===== src/hdl/optt_pkg.sv =====
`default_nettype none
package optt_pkg;

    typedef enum logic [1:0] {
        CMD_SUBMIT  = 2'd0,
        CMD_REPLY   = 2'd1,
        CMD_COLLECT = 2'd2,
        CMD_CLEAR   = 2'd3
    } t_cmd;

    typedef enum logic [1:0] {
        ST_OK        = 2'd0,
        ST_NOT_FOUND = 2'd1,
        ST_FULL      = 2'd2,
        ST_RSVD      = 2'd3
    } t_status;

    localparam int unsigned SEQ_BITS   = 16;
    localparam int unsigned REPLY_BITS = 8;
    localparam int unsigned CNT_BITS   = 5;
    localparam int unsigned MISS_BITS  = 32;
    localparam int unsigned TMO_BITS   = 32;
    localparam logic [TMO_BITS-1:0] TMO_RESET = 32'd1000;

endpackage
`default_nettype wire


===== src/hdl/optt_if.sv =====
`default_nettype none
interface optt_cmd_if #(
    parameter int unsigned TIME_BITS = 48
);
    logic                 valid;
    logic                 ready;
    logic [1:0]           command;
    logic [15:0]          sequence_req;
    logic [TIME_BITS-1:0] event_time;
    modport source (output valid, command, sequence_req, event_time, input ready);
    modport sink   (input valid, command, sequence_req, event_time, output ready);
endinterface

interface optt_res_if #(
    parameter int unsigned TIME_BITS = 48
);
    logic                 valid;
    logic                 ready;
    logic [1:0]           status;
    logic [TIME_BITS-1:0] sent_time;
    logic [7:0]           reply_count;
    logic [4:0]           expired_count;
    logic [31:0]          missed_run;
    logic [4:0]           occupancy;
    modport source (output valid, status, sent_time, reply_count, expired_count,
                    missed_run, occupancy, input ready);
    modport sink   (input valid, status, sent_time, reply_count, expired_count,
                    missed_run, occupancy, output ready);
endinterface

interface optt_cfg_if;
    logic        valid;
    logic        ready;
    logic [31:0] data;
    modport source (output valid, data, input ready);
    modport sink   (input valid, data, output ready);
endinterface
`default_nettype wire


===== src/hdl/optt_ram.sv =====
`default_nettype none
module optt_ram #(
    parameter int unsigned WIDTH = 8,
    parameter int unsigned DEPTH = 16
) (
    input  wire logic                     i_clk,
    input  wire logic                     i_we,
    input  wire logic [$clog2(DEPTH)-1:0] i_waddr,
    input  wire logic [WIDTH-1:0]         i_wdata,
    input  wire logic [$clog2(DEPTH)-1:0] i_raddr,
    output logic      [WIDTH-1:0]         o_rdata
);
    logic [WIDTH-1:0] r_mem [DEPTH];

    // one write port, registered read
    always_ff @(posedge i_clk) begin
        if (i_we) begin
            r_mem[i_waddr] <= i_wdata;
        end
        o_rdata <= r_mem[i_raddr];
    end
endmodule
`default_nettype wire


===== src/hdl/optt_front.sv =====
`default_nettype none
// front: takes command transfers into a two-entry queue
module optt_front #(
    parameter int unsigned TIME_BITS = 48
) (
    input  wire logic        i_clk,
    input  wire logic        i_rst_n,
    optt_cmd_if.sink         cmd,
    output logic             o_q_valid,
    output optt_pkg::t_cmd   o_q_cmd,
    output logic [15:0]      o_q_seq,
    output logic [TIME_BITS-1:0] o_q_time,
    input  wire logic        i_q_pop
);
    typedef struct packed {
        optt_pkg::t_cmd       cmd;
        logic [15:0]          seq;
        logic [TIME_BITS-1:0] tm;
    } t_item;

    t_item      r_buf [2];
    logic       r_wp, r_rp;
    logic [1:0] r_cnt;
    logic       push;

    assign cmd.ready = (r_cnt != 2'd2);
    assign push      = cmd.valid && cmd.ready;
    assign o_q_valid = (r_cnt != 2'd0);
    assign o_q_cmd   = r_buf[r_rp].cmd;
    assign o_q_seq   = r_buf[r_rp].seq;
    assign o_q_time  = r_buf[r_rp].tm;

    // queue pointers
    always_ff @(posedge i_clk) begin
        if (!i_rst_n) begin
            r_wp  <= 1'b0;
            r_rp  <= 1'b0;
            r_cnt <= 2'd0;
        end else begin
            if (push) begin
                r_wp <= ~r_wp;
            end
            if (i_q_pop) begin
                r_rp <= ~r_rp;
            end
            r_cnt <= r_cnt + {1'b0, push} - {1'b0, i_q_pop};
        end
    end

    // payload
    always_ff @(posedge i_clk) begin
        if (push) begin
            r_buf[r_wp] <= '{optt_pkg::t_cmd'(cmd.command), cmd.sequence_req,
                             cmd.event_time};
        end
    end
endmodule
`default_nettype wire


===== src/hdl/optt_back.sv =====
`default_nettype none
// back: executes one command at a time against the ring store
module optt_back #(
    parameter int unsigned QUEUE_DEPTH = 16,
    parameter int unsigned TIME_BITS   = 48
) (
    input  wire logic                 i_clk,
    input  wire logic                 i_rst_n,
    input  wire logic [31:0]          i_timeout,
    input  wire logic                 i_q_valid,
    input  wire optt_pkg::t_cmd       i_q_cmd,
    input  wire logic [15:0]          i_q_seq,
    input  wire logic [TIME_BITS-1:0] i_q_time,
    output logic                      o_q_pop,
    optt_res_if.source                res
);
    localparam int unsigned AW = (QUEUE_DEPTH > 1) ? $clog2(QUEUE_DEPTH) : 1;
    localparam int unsigned CW = $clog2(QUEUE_DEPTH + 1);
    localparam logic [CW-1:0] FULL = CW'(QUEUE_DEPTH);
    localparam int unsigned MW = 16 + TIME_BITS + 8;
    localparam int unsigned EW = (TIME_BITS > 32) ? TIME_BITS : 32;

    typedef enum logic [4:0] {
        S_IDLE = 5'b00001,
        S_READ = 5'b00010,
        S_EVAL = 5'b00100,
        S_WB   = 5'b01000,
        S_OUT  = 5'b10000
    } t_state;

    t_state               r_state;
    logic [CW-1:0]        r_count;
    logic [AW-1:0]        r_head;
    logic [CW-1:0]        r_idx;
    logic [31:0]          r_miss;
    logic [4:0]           r_exp;
    logic [AW-1:0]        r_slot;

    logic                 we;
    logic [AW-1:0]        waddr, raddr, tail;
    logic [MW-1:0]        wdata, rdata;
    logic [15:0]          rd_seq;
    logic [TIME_BITS-1:0] rd_time;
    logic [7:0]           rd_reply, inc_reply;
    logic                 expired;
    logic [TIME_BITS:0]   diff;

    // result register
    logic                 r_rvalid;
    logic [1:0]           r_status;
    logic [TIME_BITS-1:0] r_sent;
    logic [7:0]           r_rcnt;

    optt_ram #(.WIDTH(MW), .DEPTH(QUEUE_DEPTH)) u_ram (
        .i_clk  (i_clk),
        .i_we   (we),
        .i_waddr(waddr),
        .i_wdata(wdata),
        .i_raddr(raddr),
        .o_rdata(rdata)
    );

    function automatic logic [AW-1:0] wrap(input logic [AW:0] v);
        logic [AW:0] t;
        t = v - (AW+1)'(QUEUE_DEPTH);
        return (v >= (AW+1)'(QUEUE_DEPTH)) ? t[AW-1:0] : v[AW-1:0];
    endfunction

    assign rd_seq    = rdata[MW-1 -: 16];
    assign rd_time   = rdata[8 +: TIME_BITS];
    assign rd_reply  = rdata[7:0];
    assign inc_reply = (rd_reply == 8'hFF) ? rd_reply : rd_reply + 8'd1;
    assign diff      = {1'b0, i_q_time} - {1'b0, rd_time};
    assign expired   = !diff[TIME_BITS] &&
                       (EW'(diff[TIME_BITS-1:0]) >= EW'(i_timeout));

    assign raddr = wrap({1'b0, r_head} + (AW+1)'(r_idx));
    assign tail  = wrap({1'b0, r_head} + (AW+1)'(r_count));
    assign we    = ((r_state == S_IDLE) && i_q_valid && !r_rvalid &&
                    (i_q_cmd == optt_pkg::CMD_SUBMIT) && (r_count != FULL)) ||
                   (r_state == S_WB);
    assign waddr = (r_state == S_WB) ? r_slot : tail;
    assign wdata = (r_state == S_WB) ? {rd_seq, rd_time, inc_reply}
                                     : {i_q_seq, i_q_time, 8'd0};
    assign o_q_pop = (r_state == S_OUT);

    assign res.valid         = r_rvalid;
    assign res.status        = r_status;
    assign res.sent_time     = r_sent;
    assign res.reply_count   = r_rcnt;
    assign res.expired_count = r_exp;
    assign res.missed_run    = r_miss;
    assign res.occupancy     = 5'(r_count);

    // sequencer
    always_ff @(posedge i_clk) begin
        if (!i_rst_n) begin
            r_state  <= S_IDLE;
            r_count  <= '0;
            r_head   <= '0;
            r_miss   <= '0;
            r_rvalid <= 1'b0;
            r_idx    <= '0;
        end else begin
            if (res.ready) begin
                r_rvalid <= 1'b0;
            end
            unique case (r_state)
                S_IDLE: begin
                    if (i_q_valid && !r_rvalid) begin
                        r_status <= optt_pkg::ST_OK;
                        r_sent   <= '0;
                        r_rcnt   <= '0;
                        r_exp    <= '0;
                        r_idx    <= '0;
                        unique case (i_q_cmd)
                            optt_pkg::CMD_SUBMIT: begin
                                // new entry is written at the tail slot, after the last entry
                                if (r_count == FULL) begin
                                    r_status <= optt_pkg::ST_FULL;
                                    r_state  <= S_OUT;
                                end else begin
                                    r_count  <= r_count + 1'b1;
                                    r_state  <= S_OUT;
                                end
                            end
                            optt_pkg::CMD_CLEAR: begin
                                r_count <= '0;
                                r_head  <= '0;
                                r_state <= S_OUT;
                            end
                            optt_pkg::CMD_REPLY: begin
                                r_status <= optt_pkg::ST_NOT_FOUND;
                                r_state  <= (r_count == '0) ? S_OUT : S_READ;
                            end
                            optt_pkg::CMD_COLLECT: begin
                                r_state <= (r_count == '0) ? S_OUT : S_READ;
                            end
                            default: r_state <= S_OUT;
                        endcase
                    end
                end
                S_READ: begin
                    r_slot  <= raddr;
                    r_state <= S_EVAL;
                end
                S_EVAL: begin
                    if (i_q_cmd == optt_pkg::CMD_REPLY) begin
                        if (rd_seq == i_q_seq) begin
                            r_status <= optt_pkg::ST_OK;
                            r_sent   <= rd_time;
                            r_rcnt   <= inc_reply;
                            r_state  <= S_WB;
                        end else if (r_idx + 1'b1 == r_count) begin
                            r_state <= S_OUT;
                        end else begin
                            r_idx   <= r_idx + 1'b1;
                            r_state <= S_READ;
                        end
                    end else begin
                        if (expired) begin
                            if (rd_reply == 8'd0) begin
                                if (r_miss != '1) begin
                                    r_miss <= r_miss + 32'd1;
                                end
                            end else begin
                                r_miss <= '0;
                            end
                            r_head  <= wrap({1'b0, r_head} + (AW+1)'(1));
                            r_count <= r_count - 1'b1;
                            r_exp   <= r_exp + 5'd1;
                            r_state <= (r_count == CW'(1)) ? S_OUT : S_READ;
                        end else begin
                            r_state <= S_OUT;
                        end
                    end
                end
                S_WB: begin
                    r_state <= S_OUT;
                end
                S_OUT: begin
                    r_rvalid <= 1'b1;
                    r_idx    <= '0;
                    r_state  <= S_IDLE;
                end
                default: r_state <= S_IDLE;
            endcase
        end
    end
endmodule
`default_nettype wire


===== src/hdl/outstanding_ping_timeout_tracker.sv =====
`default_nettype none
// channel   | dir | signals
// cmd       | in  | valid, ready, command, sequence_req, event_time
// res       | out | valid, ready, status, sent_time, reply_count, ...
// cfg       | in  | valid, ready, data (timeout_ticks)
//
// for submit, clear and an empty queue the back goes straight to its out state;
// reply lookup and collect visit entries in turn (one ram read and one compare
// per entry), plus a write-back on a match.
// the back starts the next command once the result is taken.
// reset is synchronous; the store has no clearing pass, only the count and head are reset.
// the front queue holds two commands while the back works or its result waits.
module outstanding_ping_timeout_tracker #(
    parameter int unsigned QUEUE_DEPTH = 16,
    parameter int unsigned TIME_BITS   = 48
) (
    input  wire logic i_clk,
    input  wire logic i_rst_n,
    optt_cmd_if.sink  cmd,
    optt_res_if.source res,
    optt_cfg_if.sink  cfg
);
    logic                 q_valid, q_pop;
    optt_pkg::t_cmd       q_cmd;
    logic [15:0]          q_seq;
    logic [TIME_BITS-1:0] q_time;
    logic [31:0]          r_timeout;

    // timeout register
    assign cfg.ready = 1'b1;
    always_ff @(posedge i_clk) begin
        if (!i_rst_n) begin
            r_timeout <= optt_pkg::TMO_RESET;
        end else if (cfg.valid) begin
            r_timeout <= cfg.data;
        end
    end

    optt_front #(.TIME_BITS(TIME_BITS)) u_front (
        .i_clk    (i_clk),
        .i_rst_n  (i_rst_n),
        .cmd      (cmd),
        .o_q_valid(q_valid),
        .o_q_cmd  (q_cmd),
        .o_q_seq  (q_seq),
        .o_q_time (q_time),
        .i_q_pop  (q_pop)
    );

    optt_back #(.QUEUE_DEPTH(QUEUE_DEPTH), .TIME_BITS(TIME_BITS)) u_back (
        .i_clk    (i_clk),
        .i_rst_n  (i_rst_n),
        .i_timeout(r_timeout),
        .i_q_valid(q_valid),
        .i_q_cmd  (q_cmd),
        .i_q_seq  (q_seq),
        .i_q_time (q_time),
        .o_q_pop  (q_pop),
        .res      (res)
    );
endmodule
`default_nettype wire


===== src/flat_wrapper.sv =====
// flat-port wrapper written by rule: the top's interface ports become plain ports
module outstanding_ping_timeout_tracker_flat 
#(
    parameter int unsigned QUEUE_DEPTH = 16,
    parameter int unsigned TIME_BITS   = 48
)
  (i_clk, i_rst_n, cmd_valid, cmd_command, cmd_sequence_req, cmd_event_time, cmd_ready, res_valid, res_status, res_sent_time, res_reply_count, res_expired_count, res_missed_run, res_occupancy, res_ready, cfg_valid, cfg_data, cfg_ready);
  optt_cmd_if #(.TIME_BITS(TIME_BITS)) cmd_i ();
  optt_res_if #(.TIME_BITS(TIME_BITS)) res_i ();
  optt_cfg_if cfg_i ();
  input  wire logic i_clk;
  input  wire logic i_rst_n;
  input wire logic [$bits(cmd_i.valid)-1:0] cmd_valid;
  input wire logic [$bits(cmd_i.command)-1:0] cmd_command;
  input wire logic [$bits(cmd_i.sequence_req)-1:0] cmd_sequence_req;
  input wire logic [$bits(cmd_i.event_time)-1:0] cmd_event_time;
  output wire logic [$bits(cmd_i.ready)-1:0] cmd_ready;
  output wire logic [$bits(res_i.valid)-1:0] res_valid;
  output wire logic [$bits(res_i.status)-1:0] res_status;
  output wire logic [$bits(res_i.sent_time)-1:0] res_sent_time;
  output wire logic [$bits(res_i.reply_count)-1:0] res_reply_count;
  output wire logic [$bits(res_i.expired_count)-1:0] res_expired_count;
  output wire logic [$bits(res_i.missed_run)-1:0] res_missed_run;
  output wire logic [$bits(res_i.occupancy)-1:0] res_occupancy;
  input wire logic [$bits(res_i.ready)-1:0] res_ready;
  input wire logic [$bits(cfg_i.valid)-1:0] cfg_valid;
  input wire logic [$bits(cfg_i.data)-1:0] cfg_data;
  output wire logic [$bits(cfg_i.ready)-1:0] cfg_ready;
  assign cmd_i.valid = cmd_valid;
  assign cmd_i.command = cmd_command;
  assign cmd_i.sequence_req = cmd_sequence_req;
  assign cmd_i.event_time = cmd_event_time;
  assign cmd_ready = cmd_i.ready;
  assign res_valid = res_i.valid;
  assign res_status = res_i.status;
  assign res_sent_time = res_i.sent_time;
  assign res_reply_count = res_i.reply_count;
  assign res_expired_count = res_i.expired_count;
  assign res_missed_run = res_i.missed_run;
  assign res_occupancy = res_i.occupancy;
  assign res_i.ready = res_ready;
  assign cfg_i.valid = cfg_valid;
  assign cfg_i.data = cfg_data;
  assign cfg_ready = cfg_i.ready;
  outstanding_ping_timeout_tracker #(.QUEUE_DEPTH(QUEUE_DEPTH), .TIME_BITS(TIME_BITS)) u_core (.i_clk(i_clk), .i_rst_n(i_rst_n), .cmd(cmd_i), .res(res_i), .cfg(cfg_i));
endmodule

===== config.mk =====
export PLATFORM = sky130hd
export DESIGN_NAME = outstanding_ping_timeout_tracker_flat
export DESIGN_NICKNAME = d
export VERILOG_FILES = /design/src/hdl/optt_pkg.sv /design/src/hdl/optt_if.sv /design/src/hdl/optt_ram.sv /design/src/hdl/optt_front.sv /design/src/hdl/optt_back.sv /design/src/hdl/outstanding_ping_timeout_tracker.sv /design/src/flat_wrapper.sv
export SDC_FILE = /design/constraint.sdc
export NUM_CORES = 2
export LEC_CHECK = 0
export BUFFER_PORTS_ARGS = -buffer_cell sky130_fd_sc_hd__buf_4
export CAP_MARGIN = 20
export CORE_ASPECT_RATIO = 1.75
export CORE_UTILIZATION = 56
export CTS_CLUSTER_DIAMETER = 120
export DETAILED_ROUTE_END_ITERATION = 16
export GPL_TIMING_DRIVEN = 0
export PLACE_DENSITY_LB_ADDON = 0.08
export SYNTH_ARGS = -nofsm -noshare
export SYNTH_HDL_FRONTEND = slang
export SYNTH_SLANG_ARGS = --single-unit

===== constraint.sdc =====
create_clock -name i_clk -period 5.8 [get_ports i_clk]
set_input_delay 0.58 -clock i_clk [delete_from_list [all_inputs] [get_ports i_clk]]
set_output_delay 0.58 -clock i_clk [all_outputs]
set_load 0.1 [all_outputs]

# After elaboration in Yosys (flattened, before gate mapping)
# Memories as Yosys holds them, arrays and structs flattened. A register that Yosys moved wholly into a read port is not among the register bits.
# Index checks and enable logic that the tools add are counted.
[classes]
order_cmp = 4
n_reduce_logical = 26
n_bitwise = 3
mux = 58
add_sub_neg = 15
n_eq_ne = 27
[op_table]
columns = ["op", "n"]
rows = [
  ["two-way mux 48 bit", 3],
  ["case mux 48 bit (2 select lines)", 1],
  ["two-way mux 5 bit", 17],
  ["two-way mux 72 bit", 1],
  ["two-way mux 32 bit", 2],
  ["subtractor 48 x 48 -> 49 bit", 1],
  [">= comparator 48 x 32 -> 1 bit", 1],
  ["case mux 5 bit (2 select lines)", 4],
  ["adder 32 x 1 -> 32 bit (second input constant)", 1],
  ["two-way mux 4 bit", 8],
  ["two-way mux 8 bit", 4],
  ["!= test 32 bit (second input constant)", 1],
  ["case mux 5 bit (4 select lines)", 1],
  ["AND reduction 5 bit", 4],
  ["equality test 16 bit", 1],
  ["case mux 8 bit (2 select lines)", 1],
  ["adder 5 x 1 -> 5 bit (second input constant)", 3],
  [">= comparator 5 bit (second input constant)", 3],
  ["case mux 5 bit (3 select lines)", 1],
  ["!= test 2 bit (second input constant)", 7],
  ["subtractor 4 x 1 -> 4 bit (second input constant)", 3],
  ["adder 4 x 5 -> 5 bit", 2],
  ["equality test 5 x 1 -> 1 bit (second input constant)", 2],
  ["equality test 5 bit (second input constant)", 2],
  ["other kinds (33)", 59],
]
[totals]
mem_bits_rw = 1284
wordCells = 150
input_bits = 103
regBits = 155
n_memories = 2
output_inout_bits = 103
[mem_list]
columns = ["memory", "depth", "width", "read_ports", "rd_clocked_by_memory_dff", "write_ports", "line_no", "text"]
rows = [
  ["u_core.u_back.u_ram.r_mem", 16, 72, 1, 1, 1, "optt_ram.sv:13", "logic [WIDTH-1:0] r_mem [DEPTH];"],
  ["u_core.u_front.r_buf", 2, 66, 1, 1, 1, "optt_front.sv:21", "t_item r_buf [2];"],
]

# Longest topological paths before layout
[depth]
ltp_word = 8
depth_mapped = 28
ltp_nobuf = 23

# Hierarchy
# From an unflattened synthesis, not the netlist that was laid out.
[hier_totals]
hier_cells = 3580
hier_area_um2 = 61759.2
[by_module_without_submodules]
columns = ["module", "area_each_um2", "seq_area_each_um2", "n_inst", "cells_each"]
rows = [
  ["optt_ram", 44551.5, 36034.6, 1, 1850],
  ["optt_back", 10928.0, 3052.9, 1, 1392],
  ["optt_front", 5039.8, 4063.9, 1, 233],
  ["outstanding_ping_timeout_tracker", 1239.9, 640.6, 1, 105],
]

# Least setup slack after synthesis
# Ideal clock, no wire load.
[synth_timing]
kind = "reg2reg"
from = "register u_core.u_back.r_count[0], in the netlist u_core.u_back.res.occupancy[0]"
to = "memory u_core.u_back.u_ram.r_mem[7][0] (netlist bit) (enable)"
setup_ns = 0.503
arrival_time_ns = 5.305
t_required_ns = 5.297
setup_slack_ns = -0.007
period_less_slack_ns = 5.807
stages_incl_launch_ff = 9
path_buffers = 0
cell_sequence = "dfxtp_1 > ha_1 > inv_1 > fa_1 > xor2_1 > nand2_1 > o21a_1 > nand2_1 > nor2_1"
[synth_between]
elab_chain_cells = 5
elab_cells_between_ends = 10
classes_between = "2 x add/sub; 1 x order compare; 1 x eq/ne; 4 x mux; 2 x reduce/logical"
[synth_lines]
columns = ["element", "line_no", "text"]
rows = [
  ["start, declared", "optt_back.sv:32", "logic [CW-1:0] r_count;"],
  ["start signal, assigned", "optt_back.sv:123", "r_count <= r_count + 1'b1;"],
  ["start signal, assigned", "optt_back.sv:170", "r_count <= r_count - 1'b1;"],
  ["branches (longest 5 deep; another with adder 4 x 5 -> 5 bit)", "--", ""],
  ["end, declared", "optt_ram.sv:13", ""],
]
# Parallel ways; which one is timed is not known.

==> flow_summary.ini <==
[cells_and_area]
design_area_sq_um = 73200
final_cell_mix = 1351 x edfxtp_1, 288 x mux4_2, 227 x buf_4
syn_to_final_growth_pct = 17.4
drive_above_1_share_pct = 23.9
fill_cells = 7617
final_nets = 4354
final_common_cell = edfxtp_1
fin_util_pct = 66.4

[logic_synthesis]
yosysUniqueCellTypes = 86
synthCells = 3635
ys_ff_latch = 1512
async_flop_share_pct = 0
synth_top_area_share_pct = 65.1
synth_edf_count = 1351
ys.flop_type = edfxtp_1
syn_area_sq_um = 62300
synth_nets = 3842
yosysSeqAreaShare_pct = 70.3
synth_warnings = 0
synth_top_area_cell = edfxtp_1
syn_area_per_cell_sq_um = 17.1
synth.area.top_cells = edfxtp_1 65%, mux4_2 10%, dfxtp_1 5.2%

[floorplanning]
die_area_sq_um = 113000
die_w_microns = 254
initial_core_util_pct = 56.6
rows = 161
core_area_sq_um = 110000
die_h_microns = 443
ios = 206

[cts]
cts-root-buf = clkbuf_16
clk_pin_slew_ns = 0.06
clockBufferDepth = 3
cts_tree = yes
cts_buffers = 135
clock_latency_ns = 0.78
cts_max_level = 4
clkSinkCount = 1512

[timing]
layout_setup_ws_ns = 0.110
fmax_ghz = 0.176
fin_skew_ns = 0.0267
fin_crit_sh_pct = 98.1
fin_hold_ws_ns = 0.0522
finalSetupViolCount = 0
tightest_slew_ns = 1.23
relSlewSlack_pct = 18.0
finalCriticalPeriod_ns = 5.69
rsz0062_at_grt = true
hold_violations = 0
slew_viol_final = 0

[pwr]
p_switching_uw = 7320
p_sw_share_pct = 27.7
internal_power_uw = 19100
p_clk_share_pct = 34.5
seq_power_share_pct = 48.5
p_leak_uw = 0.0237
combinationalPowerShare_pct = 17.0
peakVddDrop_v = 0.000348
power.total_uw = 26500
power_density_nw_per_um2 = 361

[route]
ant_nets = 0
wire_per_inst_microns = 29.2
wl_mm = 167
firstDrtPassIters = 7
vias = 35600
drc = 0
vias_per_cell = 6.21
drt_first_iter_violations = 3438

[placed_design]
dpl_worst_slack_ns = -1.80
place.gp.congestion = 0.964
placed_area_sq_um = 67300
detailed_place_hpwl_mm = 115
io_buffers = 203

[critical_path]
cpPeakStageDelay_ns = 0.41
crit_required_ns = 6.45
start_kind = register
endpoint_kind = register
cpMaxStageDelayCell = a2111oi_1
crit_arrival_ns = 6.34
critPathKind = register to register
worstPathCellList = buf_12 -> clkbuf_8 -> mux2_2 -> ha_1 -> a21oi_1 -> o21ai_1 -> a21o_1 -> a2111oi_1 -> a21bo_2 -> xnor2_1 -> ha_1 -> nand4_1 -> nor3_2 -> nor3b_4 -> a211oi_2 -> and4_1 -> nand4_4 -> o21ai_4 -> buf_6 -> or2_1 -> buf_6 -> buf_8 -> a311o_1
path_max_fanout = 10

[outcome]
outcome = complete, no violations

[global_routing]
overflow = 0
use_met1_pct = 36.9
grtUsageMet3_pct = 5.00
grt_pass1_vias = 36400
antenna_found_initial = 3
gr-usage-met2_pct = 53.2
grt_use_total_pct = 30.3
grt-busiest-layer = met2
grt_pass1_wl_mm = 242
grt_max_degree = 36

[job]
max-cap-violations = 0

[worst_hold_path]
worstHoldPathType = input pin to register
## state kept, by name, indices dropped and copies added, names as in the netlist, named ones only
register,count
u_core.u_back.res.expired_count,5
u_core.u_back.res.missed_run,32
u_core.u_front.r_rp,1
u_core.u_front.r_wp,1
u_core.u_front.r_buf,132
u_core.u_back.u_ram.r_mem,1152
u_core.u_back.u_ram.o_rdata,72
u_core.u_front.r_cnt,2
u_core.u_back.res.reply_count,8
u_core.u_back.r_slot,4
u_core.u_back.res.occupancy,5
u_core.u_back.r_head,4
u_core.u_back.res.status,2
u_core.u_back.res.valid,1
u_core.u_back.r_idx,5
u_core.r_timeout,32
u_core.u_back.r_state,5
u_core.u_back.res.sent_time,48
## final cells by class
type	instances	area (sq um)	area share, %
buffer	183	871	1.19
multi-input combinational	1825	17800	24.3
clock inverter	76	739	1.01
timing repair buffer	376	3980	5.44
clock buffer	172	3720	5.09
inverter	114	428	0.585
tap	1467	1840	2.51
antenna	5	12.5	0.0171
sequential	1512	43800	59.8
## Yosys cell counts (19+ instances only)
cell and count:
a21oi_1 196, xnor2_1 57, buf_1 48, nor3_1 30, xor2_1 22, edfxtp_1 1351
mux4_2 288, nor4_1 20, a21o_1 19, inv_1 114, nor2b_1 81, o211ai_1 22
nor2_1 213, clkbuf_1 113, nand4_1 42, ha_1 101, mux2i_1 138, o21ai_0 69
dfxtp_1 161, a211oi_1 83, nand2_1 107, mux2_2 94, nand3_1 33
## repair_timing
item                                    in CTS  in global routing
endpoints found under the setup margin      48                 48
cloned                                       0                  2
setup buffers                                8                 16
hold buffers                                66                  0
gates resized for setup                     64                 52
pin swaps                                    9                 16
endpoints found under the hold margin      129                  0
## cells by family (layout without fill, tap and decap cells)
kind of cell             Yosys count  after routing  synth area share (%)
flip-flops                      1512           1512                  70.3
multiplexers                     520            520                  14.3
other                              1              6               0.00602
XOR/XNOR                          79             79                  1.11
AO/OA/AOI/OAI                    500            500                  5.22
buffers and inverters            298            921                  1.91
AND/OR/NAND/NOR                  621            621                  5.04
adder cells (fa/ha/maj)          104            104                  2.12
## per-stage QoR
step / TNS (ns) / instances
global placement: -6707.82 / 5305
floorplan: -2.59 / 3635
CTS: 0 / 5698
detailed placement: -77.99 / 5377
finish: 0 / 5730
global route: -0.426 / 5727
## layer usage
layer / routed length, microns / vias to the layer above / share of wire, %
li1: - / 15400 / -
met4: 7250 / 0 / 4.3
met5: 0 / - / 0
met2: 87600 / 1494 / 52
met3: 10400 / 359 / 6.2
met1: 62200 / 18300 / 37
## path summary, 6_finish.rpt
check | startpoint | end | slack (ns) | cells past startpoint
worst min-delay path | cfg_data[7] | u_core.r_timeout[7]$_SDFFE_PN1P_ | 0.05 | 3
worst max-delay path | register | u_core.u_back.res.missed_run[24]$_SDFFE_PN0P_ | 0.11 | 23
worst max register to register | register | u_core.u_back.res.missed_run[24]$_SDFFE_PN0P_ | 0.11 | 23
worst min register to register | u_core.r_timeout[24]$_SDFFE_PN0P_ | u_core.r_timeout[24]$_SDFFE_PN0P_ | 0.50 | 2
## power by group through the flow
stage,clock [uW],sequential (uW),combinational [uW]
2_1_floorplan,0,13800,2090
3_3_place_gp,0,13100,4110
3_5_place_dp,0,13100,4270
4_1_cts,9220,12800,4410
5_1_grt,9600,12900,4780
6_report,9140,12800,4500
## critical path, delay by kind of cell (launching register included)
kind	cells	cell delay (ns)
AOI/OAI and AO/OA	8	1.91
DFF	1	0.36
buffers and inverters	5	0.83
and+or+nand+nor	6	1.28
xor gates and xnor gates	1	0.08
adders and majority gates	2	0.69
muxes	1	0.40
Note: power is estimated with default switching activity, not from simulation.
